`src/urf_pkg.sv`:
```
// Shared types and constants for the ultrasonic range filter.
// No dependencies; every other file imports this package.
`default_nettype none

package urf_pkg;

   // Window and fixed-point geometry (unsigned Q10.8 cm)
   localparam int WINDOW_SIZE = 5;
   localparam int AGE_W       = $clog2(WINDOW_SIZE);
   localparam int Q_FRAC      = 8;
   localparam int CM_W        = 10;
   localparam int Q_W         = CM_W + Q_FRAC;
   localparam int PW_W        = 16;

   // Pulse width to Q8 cm: (pw * 4457) >> 10
   localparam int             CONV_COEF_W = 13;
   localparam int             CONV_SHIFT  = 10;
   localparam int             CONV_W      = PW_W + CONV_COEF_W;
   localparam int             RAW_W       = CONV_W - CONV_SHIFT;
   localparam logic [CONV_COEF_W-1:0] CM_PER_US_Q = 13'd4457;

   // Blend, Q16: new = prev + ((0.2 * (filt - prev)) >>> 16)
   localparam int             ALPHA_W       = 15;
   localparam int             BLEND_SHIFT   = 16;
   localparam int             BLEND_PROD_W  = (Q_W + 1) + (ALPHA_W + 1);
   localparam logic [ALPHA_W-1:0] ALPHA_NEW_Q16 = 15'd13107;

   localparam logic [Q_W-1:0]   Q_MAX      = '1;
   localparam logic [AGE_W-1:0] OLDEST_AGE = AGE_W'(WINDOW_SIZE - 1);

   // CSR reset values
   localparam logic [CM_W-1:0] MIN_RANGE_RST  = 10'd2;
   localparam logic [CM_W-1:0] MAX_RANGE_RST  = 10'd400;
   localparam logic [CM_W-1:0] JUMP_LIMIT_RST = 10'd50;
   localparam logic [CM_W-1:0] STEP_RST       = 10'd15;

   typedef enum logic [1:0] {
      CSR_MIN_RANGE  = 2'd0,
      CSR_MAX_RANGE  = 2'd1,
      CSR_JUMP_LIMIT = 2'd2,
      CSR_STEP       = 2'd3
   } csr_index_type;

   typedef logic [Q_W-1:0] q_type;

   // What a sorter cell shows its neighbors
   typedef struct packed {
      q_type            value;
      logic [AGE_W-1:0] age;
      logic             le;    // value <= incoming word
   } cell_link_type;

endpackage

`default_nettype wire

```
`src/urf_if.sv`:
```
// Valid/ready channel interfaces for the request and response words.
// Depends on urf_pkg for field widths.
`default_nettype none

interface urf_req_if import urf_pkg::*; ();
   logic            valid;
   logic            ready;
   logic [PW_W-1:0] pulse_width_us;

   modport source (output valid, output pulse_width_us, input ready);
   modport sink   (input valid, input pulse_width_us, output ready);
endinterface

interface urf_rsp_if import urf_pkg::*; ();
   logic            valid;
   logic            ready;
   logic [CM_W-1:0] distance_cm;
   logic            rejected;

   modport source (output valid, output distance_cm, output rejected, input ready);
   modport sink   (input valid, input distance_cm, input rejected, output ready);
endinterface

`default_nettype wire

```
`src/urf_cell.sv`:
```
// One cell of the sorted sliding window: holds a sample and its age.
// Depends on urf_pkg. Neighbors are linked through cell_link_type.
`default_nettype none

module urf_cell import urf_pkg::*; (
   input  wire logic             clock,
   input  wire logic             reset,
   input  wire logic [AGE_W-1:0] reset_age,
   input  wire logic             load,
   input  wire q_type            new_val,
   input  wire cell_link_type    left_link,
   input  wire logic             left_prefix,
   input  wire cell_link_type    right_link,
   output cell_link_type         self_link,
   output logic                  self_prefix,
   output q_type                 next_val
);

   q_type            val_ff, val_in;
   logic [AGE_W-1:0] age_ff, age_in;
   cell_link_type    keep_link;
   cell_link_type    shift_link;
   logic             is_oldest;

   // Oldest entry drops out; survivors compact, new word slots in by rank.
   always_comb begin
      is_oldest   = (age_ff == OLDEST_AGE);
      self_link   = '{value: val_ff, age: age_ff, le: (val_ff <= new_val)};
      self_prefix = left_prefix | is_oldest;
      keep_link   = self_prefix ? right_link : self_link;
      shift_link  = left_prefix ? self_link : left_link;
      if (keep_link.le) begin
         val_in = keep_link.value;
         age_in = keep_link.age + AGE_W'(1);
      end else if (shift_link.le) begin
         val_in = new_val;
         age_in = '0;
      end else begin
         val_in = shift_link.value;
         age_in = shift_link.age + AGE_W'(1);
      end
      next_val = val_in;
   end

   always_ff @(posedge clock) begin
      if (reset) begin
         val_ff <= '0;
         age_ff <= reset_age;
      end else if (load) begin
         val_ff <= val_in;
         age_ff <= age_in;
      end
   end

endmodule

`default_nettype wire

```
`src/urf_chain.sv`:
```
// Row of sorter cells kept in ascending order, plus the 1/4-1/2-1/4 weighting
// of the three middle entries. Depends on urf_pkg and urf_cell.
`default_nettype none

module urf_chain import urf_pkg::*; (
   input  wire logic  clock,
   input  wire logic  reset,
   input  wire logic  load,
   input  wire q_type new_val,
   output q_type      filt
);

   localparam cell_link_type LOW_EDGE  = '{value: '0, age: '0, le: 1'b1};
   localparam cell_link_type HIGH_EDGE = '{value: '0, age: '0, le: 1'b0};

   cell_link_type links    [WINDOW_SIZE];
   logic          prefixes [WINDOW_SIZE];
   q_type         nexts    [WINDOW_SIZE];
   logic [Q_W+1:0] wsum;

   for (genvar i = 0; i < WINDOW_SIZE; i++) begin : g_cell
      cell_link_type left_l, right_l;
      logic          left_p;

      if (i == 0) begin : g_lo
         assign left_l = LOW_EDGE;
         assign left_p = 1'b0;
      end else begin : g_mid_l
         assign left_l = links[i-1];
         assign left_p = prefixes[i-1];
      end

      if (i == WINDOW_SIZE - 1) begin : g_hi
         assign right_l = HIGH_EDGE;
      end else begin : g_mid_r
         assign right_l = links[i+1];
      end

      urf_cell u_cell (
         .clock       (clock),
         .reset       (reset),
         .reset_age   (AGE_W'(i)),
         .load        (load),
         .new_val     (new_val),
         .left_link   (left_l),
         .left_prefix (left_p),
         .right_link  (right_l),
         .self_link   (links[i]),
         .self_prefix (prefixes[i]),
         .next_val    (nexts[i])
      );
   end

   // Weighted median of the updated window
   always_comb begin
      wsum = (Q_W+2)'(nexts[1]) + {1'b0, nexts[2], 1'b0} + (Q_W+2)'(nexts[3]);
      filt = wsum[Q_W+1:2];
   end

endmodule

`default_nettype wire

```
`src/ultrasonic_range_filter_core.sv`:
```
// Top level of the ultrasonic range filter: conversion, range gate, jump
// limiter, sorted window and low-pass blend. Depends on urf_pkg, urf_if, urf_chain.
//
// Usage
//   req_bus : one word per echo, pulse_width_us in microseconds.
//   rsp_bus : one word per request: distance_cm (filtered, whole cm) and
//             rejected (reading at or outside min/max, last distance repeated).
//   csr_*   : write-only registers, index 0 min range, 1 max range,
//             2 jump limit, 3 step, all whole cm. Write only while no word
//             is in flight.
// Timing
//   Three register stages: input capture, pulse-width multiply, then the
//   filter update (range check, step limit, window insert, sort, blend)
//   into the response register. A request passes the capture, multiply
//   and response registers in that order before its response is valid.
//   Throughput is one word per cycle while rsp_bus is ready; the filter
//   update closes its feedback on the previous output combinationally.
// Reset
//   Synchronous, active high. Window entries and previous output clear to
//   zero, registers return to 2/400/50/15 cm, all stages go empty.
// Back-pressure
//   Each stage advances independently; with rsp_bus stalled the pipe keeps
//   taking words until all three stages hold one, then drops req_bus.ready.
`default_nettype none

module ultrasonic_range_filter_core import urf_pkg::*; (
   input  wire logic            clock,
   input  wire logic            reset,
   urf_req_if.sink              req_bus,
   urf_rsp_if.source            rsp_bus,
   input  wire logic            csr_we,
   input  wire logic [1:0]      csr_index,
   input  wire logic [CM_W-1:0] csr_wdata
);

   // ---------------- configuration registers ----------------
   logic [CM_W-1:0] min_range_ff, max_range_ff, jump_limit_ff, step_ff;

   always_ff @(posedge clock) begin
      if (reset) begin
         min_range_ff  <= MIN_RANGE_RST;
         max_range_ff  <= MAX_RANGE_RST;
         jump_limit_ff <= JUMP_LIMIT_RST;
         step_ff       <= STEP_RST;
      end else if (csr_we) begin
         case (csr_index_type'(csr_index))
            CSR_MIN_RANGE:  min_range_ff  <= csr_wdata;
            CSR_MAX_RANGE:  max_range_ff  <= csr_wdata;
            CSR_JUMP_LIMIT: jump_limit_ff <= csr_wdata;
            CSR_STEP:       step_ff       <= csr_wdata;
            default: ;
         endcase
      end
   end

   // ---------------- pipeline control ----------------
   logic s1_valid_ff, s1_valid_in;
   logic s2_valid_ff, s2_valid_in;
   logic out_valid_ff, out_valid_in;
   logic out_free, s2_fire, s2_free, s1_fire, s1_free, req_fire;

   always_comb begin
      out_free = !out_valid_ff || rsp_bus.ready;
      s2_fire  = s2_valid_ff && out_free;
      s2_free  = !s2_valid_ff || out_free;
      s1_fire  = s1_valid_ff && s2_free;
      s1_free  = !s1_valid_ff || s2_free;
      req_fire = req_bus.valid && s1_free;

      s1_valid_in  = req_fire ? 1'b1 : (s1_fire ? 1'b0 : s1_valid_ff);
      s2_valid_in  = s1_fire ? 1'b1 : (s2_fire ? 1'b0 : s2_valid_ff);
      out_valid_in = s2_fire ? 1'b1 : (rsp_bus.ready ? 1'b0 : out_valid_ff);
   end

   assign req_bus.ready = s1_free;

   always_ff @(posedge clock) begin
      if (reset) begin
         s1_valid_ff  <= 1'b0;
         s2_valid_ff  <= 1'b0;
         out_valid_ff <= 1'b0;
      end else begin
         s1_valid_ff  <= s1_valid_in;
         s2_valid_ff  <= s2_valid_in;
         out_valid_ff <= out_valid_in;
      end
   end

   // ---------------- stage 1: capture, stage 2: convert ----------------
   logic [PW_W-1:0]   s1_pw_ff;
   logic [CONV_W-1:0] conv_prod;
   logic [RAW_W-1:0]  s2_raw_ff, s2_raw_in;

   always_comb begin
      conv_prod = CONV_W'(s1_pw_ff) * CONV_W'(CM_PER_US_Q);
      s2_raw_in = conv_prod[CONV_W-1:CONV_SHIFT];
   end

   always_ff @(posedge clock) begin
      if (req_fire) s1_pw_ff  <= req_bus.pulse_width_us;
      if (s1_fire)  s2_raw_ff <= s2_raw_in;
   end

   // ---------------- stage 3: filter update ----------------
   q_type                     prev_ff, prev_in;
   logic [RAW_W-1:0]          min_q, max_q;
   logic                      reject;
   q_type                     raw_q, diff, st, up_val, down_val, write_val;
   logic [Q_W:0]              up_sum;
   logic                      rising, jump;
   logic                      load;
   q_type                     filt;
   logic signed [Q_W:0]       delta;
   logic signed [BLEND_PROD_W-1:0] blend_prod;
   logic signed [Q_W:0]       blend_sum;

   always_comb begin
      min_q  = RAW_W'({min_range_ff, {Q_FRAC{1'b0}}});
      max_q  = RAW_W'({max_range_ff, {Q_FRAC{1'b0}}});
      reject = (s2_raw_ff <= min_q) || (s2_raw_ff >= max_q);

      // accepted readings are below max << 8, so they fit Q_W bits
      raw_q    = s2_raw_ff[Q_W-1:0];
      rising   = raw_q > prev_ff;
      diff     = rising ? (raw_q - prev_ff) : (prev_ff - raw_q);
      jump     = (prev_ff != '0) && (diff > {jump_limit_ff, {Q_FRAC{1'b0}}});
      st       = {step_ff, {Q_FRAC{1'b0}}};
      up_sum   = {1'b0, prev_ff} + {1'b0, st};
      up_val   = up_sum[Q_W] ? Q_MAX : up_sum[Q_W-1:0];
      down_val = (prev_ff > st) ? (prev_ff - st) : '0;
      write_val = jump ? (rising ? up_val : down_val) : raw_q;

      load = s2_fire && !reject;
   end

   urf_chain u_chain (
      .clock   (clock),
      .reset   (reset),
      .load    (load),
      .new_val (write_val),
      .filt    (filt)
   );

   // 0.8*prev + 0.2*filt == prev + 0.2*(filt - prev), floor on the shift
   always_comb begin
      delta      = $signed({1'b0, filt}) - $signed({1'b0, prev_ff});
      blend_prod = delta * $signed({1'b0, ALPHA_NEW_Q16});
      blend_sum  = $signed({1'b0, prev_ff}) + blend_prod[BLEND_PROD_W-1:BLEND_SHIFT];
      prev_in    = blend_sum[Q_W-1:0];
   end

   logic [CM_W-1:0] dist_ff;
   logic            rej_ff;

   always_ff @(posedge clock) begin
      if (reset) begin
         prev_ff <= '0;
      end else if (load) begin
         prev_ff <= prev_in;
      end
   end

   always_ff @(posedge clock) begin
      if (s2_fire) begin
         dist_ff <= reject ? prev_ff[Q_W-1:Q_FRAC] : prev_in[Q_W-1:Q_FRAC];
         rej_ff  <= reject;
      end
   end

   assign rsp_bus.valid       = out_valid_ff;
   assign rsp_bus.distance_cm = dist_ff;
   assign rsp_bus.rejected    = rej_ff;

endmodule

`default_nettype wire

```
`src/flat_wrapper.sv`:
```
// flat-port wrapper written by rule: the top's interface ports become plain ports
module ultrasonic_range_filter_core_flat import urf_pkg::*;
  (clock, reset, csr_we, csr_index, csr_wdata, req_bus_valid, req_bus_pulse_width_us, req_bus_ready, rsp_bus_valid, rsp_bus_distance_cm, rsp_bus_rejected, rsp_bus_ready);
  urf_req_if req_bus_i ();
  urf_rsp_if rsp_bus_i ();
  input  wire logic clock;
  input  wire logic reset;
  input  wire logic csr_we;
  input  wire logic [1:0] csr_index;
  input  wire logic [CM_W-1:0] csr_wdata;
  input wire logic [$bits(req_bus_i.valid)-1:0] req_bus_valid;
  input wire logic [$bits(req_bus_i.pulse_width_us)-1:0] req_bus_pulse_width_us;
  output wire logic [$bits(req_bus_i.ready)-1:0] req_bus_ready;
  output wire logic [$bits(rsp_bus_i.valid)-1:0] rsp_bus_valid;
  output wire logic [$bits(rsp_bus_i.distance_cm)-1:0] rsp_bus_distance_cm;
  output wire logic [$bits(rsp_bus_i.rejected)-1:0] rsp_bus_rejected;
  input wire logic [$bits(rsp_bus_i.ready)-1:0] rsp_bus_ready;
  assign req_bus_i.valid = req_bus_valid;
  assign req_bus_i.pulse_width_us = req_bus_pulse_width_us;
  assign req_bus_ready = req_bus_i.ready;
  assign rsp_bus_valid = rsp_bus_i.valid;
  assign rsp_bus_distance_cm = rsp_bus_i.distance_cm;
  assign rsp_bus_rejected = rsp_bus_i.rejected;
  assign rsp_bus_i.ready = rsp_bus_ready;
  ultrasonic_range_filter_core u_core (.clock(clock), .reset(reset), .req_bus(req_bus_i), .rsp_bus(rsp_bus_i), .csr_we(csr_we), .csr_index(csr_index), .csr_wdata(csr_wdata));
endmodule
```
`config.mk`:
```
export PLATFORM = sky130hd
export DESIGN_NAME = ultrasonic_range_filter_core_flat
export DESIGN_NICKNAME = d
export VERILOG_FILES = /design/src/urf_pkg.sv /design/src/urf_if.sv /design/src/urf_cell.sv /design/src/urf_chain.sv /design/src/ultrasonic_range_filter_core.sv /design/src/flat_wrapper.sv
export SDC_FILE = /design/constraint.sdc
export NUM_CORES = 1
export LEC_CHECK = 0
export ABC_AREA = 1
export BUFFER_PORTS_ARGS = -buffer_cell sky130_fd_sc_hd__buf_2
export CAP_MARGIN = 5
export CORE_UTILIZATION = 60
export DETAILED_ROUTE_END_ITERATION = 10
export GPL_TIMING_DRIVEN = 0
export PLACE_DENSITY = 0.9
export REMOVE_ABC_BUFFERS = 1
export SYNTH_ARGS = -nofsm -noshare
export SYNTH_HDL_FRONTEND = slang
export SYNTH_HIERARCHICAL = 1
export SYNTH_SLANG_ARGS = --single-unit
```
`constraint.sdc`:
```
create_clock -name clock -period 13.86 [get_ports clock]
set_input_delay 0.693 -clock clock [delete_from_list [all_inputs] [get_ports clock]]
set_output_delay 0.693 -clock clock [all_outputs]
set_load 0.005 [all_outputs]
```
==> results of run 1 <==
==> timing repair <==
item                       4_1_cts
buffers inserted               244
pin swaps                      282
resized for setup              694
setup endpoints to repair       28
cloned                          34
hold buffers                     0
==> through the flow <==
step,util,instances,hold slack [ps],cell area [µm²],setup slack (ps)
3_3_place_gp,0.619,5279,450,32600,-5030
4_1_cts,0.740,5607,259,39000,-273
3_5_place_dp,0.619,5281,454,32600,-4560
2_1_floorplan,-,4546,438,31500,-1360
==> layer usage <==
metal | GRT overflow | global-route usage
met1 | 39 | 0.768
met2 | 397 | 0.920
met3 | 54 | 0.759
met4 | 292 | 0.836
met5 | 8 | 0.553
==> flow_summary_export.csv, run 1 <==
group,metric,value,unit
run_status,status,"aborted with a tool error",
run_status,lastStage,"global routing",
run_status,stop_error,"[ERROR GRT-0232] Routing congestion too high. Check the congestion heatmap in the GUI.",
yosys,ys_warn_count,6,
die,dieHeight,233,µm
grt,grt_max_degree,52,
placement,place.gp.congestion,1.01,
grt,overflow,790,
die,fp-row-count,84,
clock_tree,cts_inserted_buffers,26,
clock_tree,clock_sinks,212,
yosys,postSynthCellCount,4617,
clock_tree,clockBufferDepth,3,
yosys,syn-cell-area,0.0320,mm²
clock_tree,ctsRootBufferMaster,"clkbuf_16",
placement,hpwlAfterDp,70900,µm
grt,track_usage,0.812,
timing,worst_endpoint,"u_core/rsp_bus.distance_cm[9]$_DFFE_PP_/D",
die,start_util,0.608,
placement,io_buffer_count,45,
die,die_w,233,µm
timing,worstEndpointType,"register input",
yosys,syn_avg_cell_area,6.93,µm²
clock_tree,ctsHtreeMaxLevel,1,
die,ios,46,
==> inputs of run 2 (changes only) <==
CORE_UTILIZATION = 40   (was 60)
PLACE_DENSITY = unset   (was 0.9)
PLACE_DENSITY_LB_ADDON = 0.15   (was unset)
clock period = 18 ns   (was 13.86 ns; I/O delays follow)
==> run 2 against run 1 <==
Against the previous run: the run now ends clean; synthesized area is the same; synthesized cell count is the same.
==> flow_summary_export.csv, run 2 <==
group,metric,value,unit
worst_setup_path,max_stage_delay,540,ps
die,die_w,285,µm
worst_setup_path,critPathKind,"register to register",
cells_and_area,layout-drive-gt1-share,0.0785,
grt,antenna_found_initial,0,
worst_setup_path,worst_path_most_repeated_cell,"nand2_1",
grt,grt_max_degree,49,
worst_setup_path,r2r_end,"u_core/rsp_bus.distance_cm[9]",
clock_tree,ctsHoldBuffers,0,
timing,fmax,0.0591,GHz
worst_setup_path,reg2regPathDepth,83,
cells_and_area,syn2layout_area_growth,7.98,%
die,start_util,0.404,
clock_tree,clock_sinks,212,
hold_path,min_path_type,"register to register",
hold_path,holdPathStages,2,
die,core,0.0791,mm²
cells_and_area,reg_top3,"u_core/u_chain/g_cell.u_cell/val_ff (90), u_core/s2_raw_ff (19), u_core/prev_ff (18)",
worst_setup_path,crit_path_start_kind,"register",
yosys,syn-cell-area,0.0320,mm²
timing,tightest_slew,1270,ps
detailed_routing,wl_per_cell,16.9,µm
timing,period_minus_slack,16910,ps
cells_and_area,fin_area,0.0346,mm²
die,ios,46,
yosys,postSynthCellCount,4617,
detailed_routing,first_pass_iters,5,
die,dieHeight,285,µm
worst_setup_path,cp.required,18430,ps
worst_setup_path,timing.rr.start,"u_core/s2_raw_ff[5]",
timing,setup_viol,0,
hold_path,min_to,"u_core/min_range_ff[2]",
cells_and_area,largest_register,"u_core/u_chain/g_cell.u_cell/val_ff",
clock_tree,cts_tree,"done",
detailed_routing,via_count,29200,
run,maxCapViolations,0,
cells_and_area,largest_reg_flops,90,
die,die-area,0.0811,mm²
hold_path,hold_start,"u_core/min_range_ff[2]",
run_status,status,"completed",
clock_tree,ctsHtreeMaxLevel,1,
worst_setup_path,cp-end-kind,"register",
timing,hold_viol_final,0,
clock_tree,path_clk_slew,60,ps
detailed_routing,first_iter_violations,1735,
clock_tree,cts_inserted_buffers,30,
detailed_routing,drc_errors,0,
timing,period_share,0.939,
placement,place_area,0.0331,mm²
cells_and_area,nets,5279,
worst_setup_path,arrival,17340,ps
timing,relSlewSlack,0.154,
worst_setup_path,ff2ff_setup_slack,1090,ps
placement,place.gp.congestion,0.949,
grt,grt_pass1_wl,155000,µm
detailed_routing,via_per_inst,5.11,
yosys,syn_avg_cell_area,6.93,µm²
cells_and_area,most-common-layout-cells,"nand2_1, inv_1, ha_1, nand3_1, a21oi_1",
worst_setup_path,crit_fanout,27,
timing,fin_skew,16.1,ps
grt,track_usage,0.237,
grt,overflow,0,
grt,first_global_vias,28200,
cells_and_area,diodes,0,
placement,hpwlAfterDp,77500,µm
yosys,ys_warn_count,6,
clock_tree,ctsRootBufferMaster,"clkbuf_16",
placement,io_buffer_count,45,
detailed_routing,antenna_left,0,
timing,final-max-slew-violation-count,0,
timing,rsz0062_at_grt,"false",
die,fp-row-count,103,
detailed_routing,routed_wirelength,96300,µm
clock_tree,insertion_delay,600,ps
worst_setup_path,slowest_stage,"fa_1",
clock_tree,clockBufferDepth,3,
cells_and_area,final_common_cell,"nand2_1",
[run 2: how the worst max path moves through the flow]
stage | start | to
floorplan | u_core/s2_raw_ff[3] | u_core/rsp_bus.distance_cm[9]
global placement | u_core/prev_ff[9] | u_core/rsp_bus.distance_cm[9]
detailed placement | u_core/prev_ff[17] | u_core/rsp_bus.distance_cm[9]
CTS | u_core/prev_ff[17] | u_core/rsp_bus.distance_cm[8]
global route | u_core/s2_raw_ff[5] | u_core/rsp_bus.distance_cm[9]
finish | u_core/s2_raw_ff[5] | u_core/rsp_bus.distance_cm[9]
[run 2: layout make-up]
| type | count | area (µm²) |
|---|---|---|
| fill | 8360 | 44600 |
| multi-input combinational | 3558 | 24000 |
| sequential | 212 | 4860 |
| inverter | 776 | 2920 |
| tap | 1050 | 1310 |
| clock buffer | 33 | 783 |
| timing repair buffer | 63 | 392 |
| clock inverter | 23 | 273 |
[run 2: timing repair]
| item | CTS | global route |
|---|---|---|
| setup buffers | 0 | 12 |
| gates resized for setup | 8 | 55 |
| setup endpoints to repair | 25 | 26 |
[run 2: worst max-delay path, delay by kind of cell (launching register included)]
family | cells | cell delay [ps]
AND/OR/NAND/NOR | 45 | 6610
XOR/XNOR | 3 | 560
AO/OA/AOI/OAI | 8 | 1790
buffers and inverters | 13 | 1170
flip-flops | 1 | 500
adder cells (fa/ha/maj) | 14 | 5980
[run 2: metal layers]
layer  part of all wire  track usage  routed length, µm
met1               0.48        0.332              46000
met2               0.46        0.391              43900
met3              0.041       0.0190               3960
met4              0.026       0.0618               2470
met5                  0            0                  0
[run 2: per-stage QoR]
step / hold slack (ps) / setup TNS (ps) / setup WS, ps / util / std cells
after floorplan: 438 / 0 / 2780 / - / 4546
after global placement: 456 / -33190 / -1640 / 0.417 / 5641
after detailed placement: 454 / -16370 / -952 / 0.418 / 5647
after CTS: 432 / 0 / 27.2 / 0.432 / 5703
after global routing: 445 / 0 / 32.2 / 0.437 / 5715
final: 461 / 0 / 1090 / 0.437 / 5715
Power of run 2 is not shown: default switching activity piles up to over one toggle a cycle in this logic, so the estimate is an artifact.
==> inputs of run 3 (changes only) <==
CORE_UTILIZATION = 29   (was 40)
clock period = 17 ns   (was 18 ns; I/O delays follow)
==> run 3 against run 2 <==
Against the previous run: setup slack worse by 220 ps; via count increased by 1.0%; final cell count is 8.6% higher; highest routed layer unchanged; sequential share of layout area down 0.59 points.
==> flow_summary_export.csv, run 3 (synthesis results as in run 2) <==
group,metric,value,unit
cells_and_area,syn2layout_area_growth,12.9,%
worst_setup_path,slowest_stage,"fa_1",
clock_tree,ctsHoldBuffers,0,
hold_path,min_path_type,"primary input to register",
detailed_routing,routed_wirelength,108000,µm
timing,fmax,0.0620,GHz
die,fp-row-count,121,
worst_setup_path,crit_path_start_kind,"register",
cells_and_area,layout-drive-gt1-share,0.106,
timing,fin_skew,32.7,ps
grt,antenna_found_initial,1,
cells_and_area,reg_top3,"u_core/u_chain/g_cell.u_cell/val_ff (90), u_core/s2_raw_ff (19), u_core/prev_ff (18)",
detailed_routing,drc_errors,0,
clock_tree,insertion_delay,630,ps
clock_tree,cts_inserted_buffers,29,
placement,io_buffer_count,45,
die,dieHeight,334,µm
cells_and_area,largest_reg_flops,90,
detailed_routing,first_pass_iters,5,
worst_setup_path,cp.required,17400,ps
placement,place.gp.congestion,0.908,
timing,tightest_slew,1260,ps
worst_setup_path,crit_family,"adder cells",
detailed_routing,first_iter_violations,1768,
worst_setup_path,arrival,16530,ps
cells_and_area,fin_cells,6207,
die,start_util,0.293,
run_status,status,"completed",
cells_and_area,most-common-layout-cells,"nand2_1, inv_1, ha_1, nand3_1, a21oi_1",
worst_setup_path,worst_path_most_repeated_cell,"nand2_1",
die,die_w,334,µm
cells_and_area,final_common_cell,"nand2_1",
cells_and_area,fillers,11900,
timing,relSlewSlack,0.159,
grt,grt_pass1_wl,163000,µm
timing,period_minus_slack,16130,ps
run,maxCapViolations,0,
timing,tns,0,ps
die,ios,46,
clock_tree,clockBufferDepth,3,
detailed_routing,via_per_inst,4.75,
clock_tree,ctsHtreeMaxLevel,1,
grt,track_usage,0.184,
clock_tree,clock_sinks,212,
placement,dpl.cell_count,6071,
grt,overflow,0,
cells_and_area,multi_input_area,0.0246,mm²
worst_setup_path,cp.buffers_inverters,14,
clock_tree,cts_tree,"done",
timing,hold_viol_final,0,
clock_tree,path_clk_slew,60,ps
worst_setup_path,max_stage_delay,550,ps
cells_and_area,nets,5343,
worst_setup_path,crit_fanout,27,
detailed_routing,via_count,29500,
detailed_routing,wl_per_cell,17.3,µm
timing,setup_viol,0,
placement,hpwlAfterDp,83400,µm
detailed_routing,antenna_left,0,
timing,period_share,0.949,
cells_and_area,register_area,0.00486,mm²
worst_setup_path,critPathKind,"register to register",
clock_tree,ctsRootBufferMaster,"clkbuf_16",
die,core,0.109,mm²
die,die-area,0.112,mm²
timing,final-max-slew-violation-count,0,
grt,first_global_vias,28700,
grt,grt_max_degree,52,
worst_setup_path,cp-end-kind,"register",
cells_and_area,largest_register,"u_core/u_chain/g_cell.u_cell/val_ff",
run 3: worst paths after layout:
check                             start                             to  slack, ps  depth (start not counted)
max                 u_core/s2_raw_ff[4]  u_core/rsp_bus.distance_cm[2]        870                         82
min          req_bus_pulse_width_us[11]            u_core/s1_pw_ff[11]        400                          1
max reg2reg         u_core/s2_raw_ff[4]  u_core/rsp_bus.distance_cm[2]        870                         82
min reg2reg     u_core/jump_limit_ff[7]        u_core/jump_limit_ff[7]        460                          2
run 3: what timing repair did:
item / 4_1_cts / 5_1_grt
pin swaps: 1 / 34
setup endpoints to repair: 28 / 26
setup buffers: 6 / 58
resized for setup: 69 / 94
gates cloned: 0 / 15
run 3: worst reg2reg max path, delay by kind of cell, from the launching register on:
family | cells | cell delay (ps)
adders and majority gates | 15 | 5960
and+or+nand+nor | 36 | 4720
AOI/OAI and AO/OA | 12 | 2070
buffers and inverters | 14 | 1510
xor gates and xnor gates | 5 | 1140
DFF | 1 | 460
run 3: layout make-up:
type | instances | area share
clock buffer | 33 | 0.0212
timing repair buffer | 113 | 0.0215
clock inverter | 21 | 0.00876
inverter | 776 | 0.0811
sequential | 212 | 0.135
multi-input combinational | 3573 | 0.682
antenna | 3 | 0.000208
tap | 1476 | 0.0511
run 3: stage by stage:
step | hold slack [ps] | area [µm²] | setup slack, ps | util
after floorplan | 438 | 31500 | 1780 | -
after global placement | 458 | 33600 | -2930 | 0.307
after detailed placement | 455 | 33600 | -2330 | 0.308
after CTS | 361 | 35100 | 28.3 | 0.321
after global routing | 385 | 36100 | -65.4 | 0.331
final | 404 | 36100 | 868 | 0.331
run 3: layer usage:
layer,global-route usage,up-vias,routed length (µm)
met1,0.261,13800,53100
li1,-,15100,-
met4,0.0389,0,2260
met5,0,-,0
met2,0.304,462,48500
met3,0.0130,116,3830
Power of run 3 is left out for the same reason.
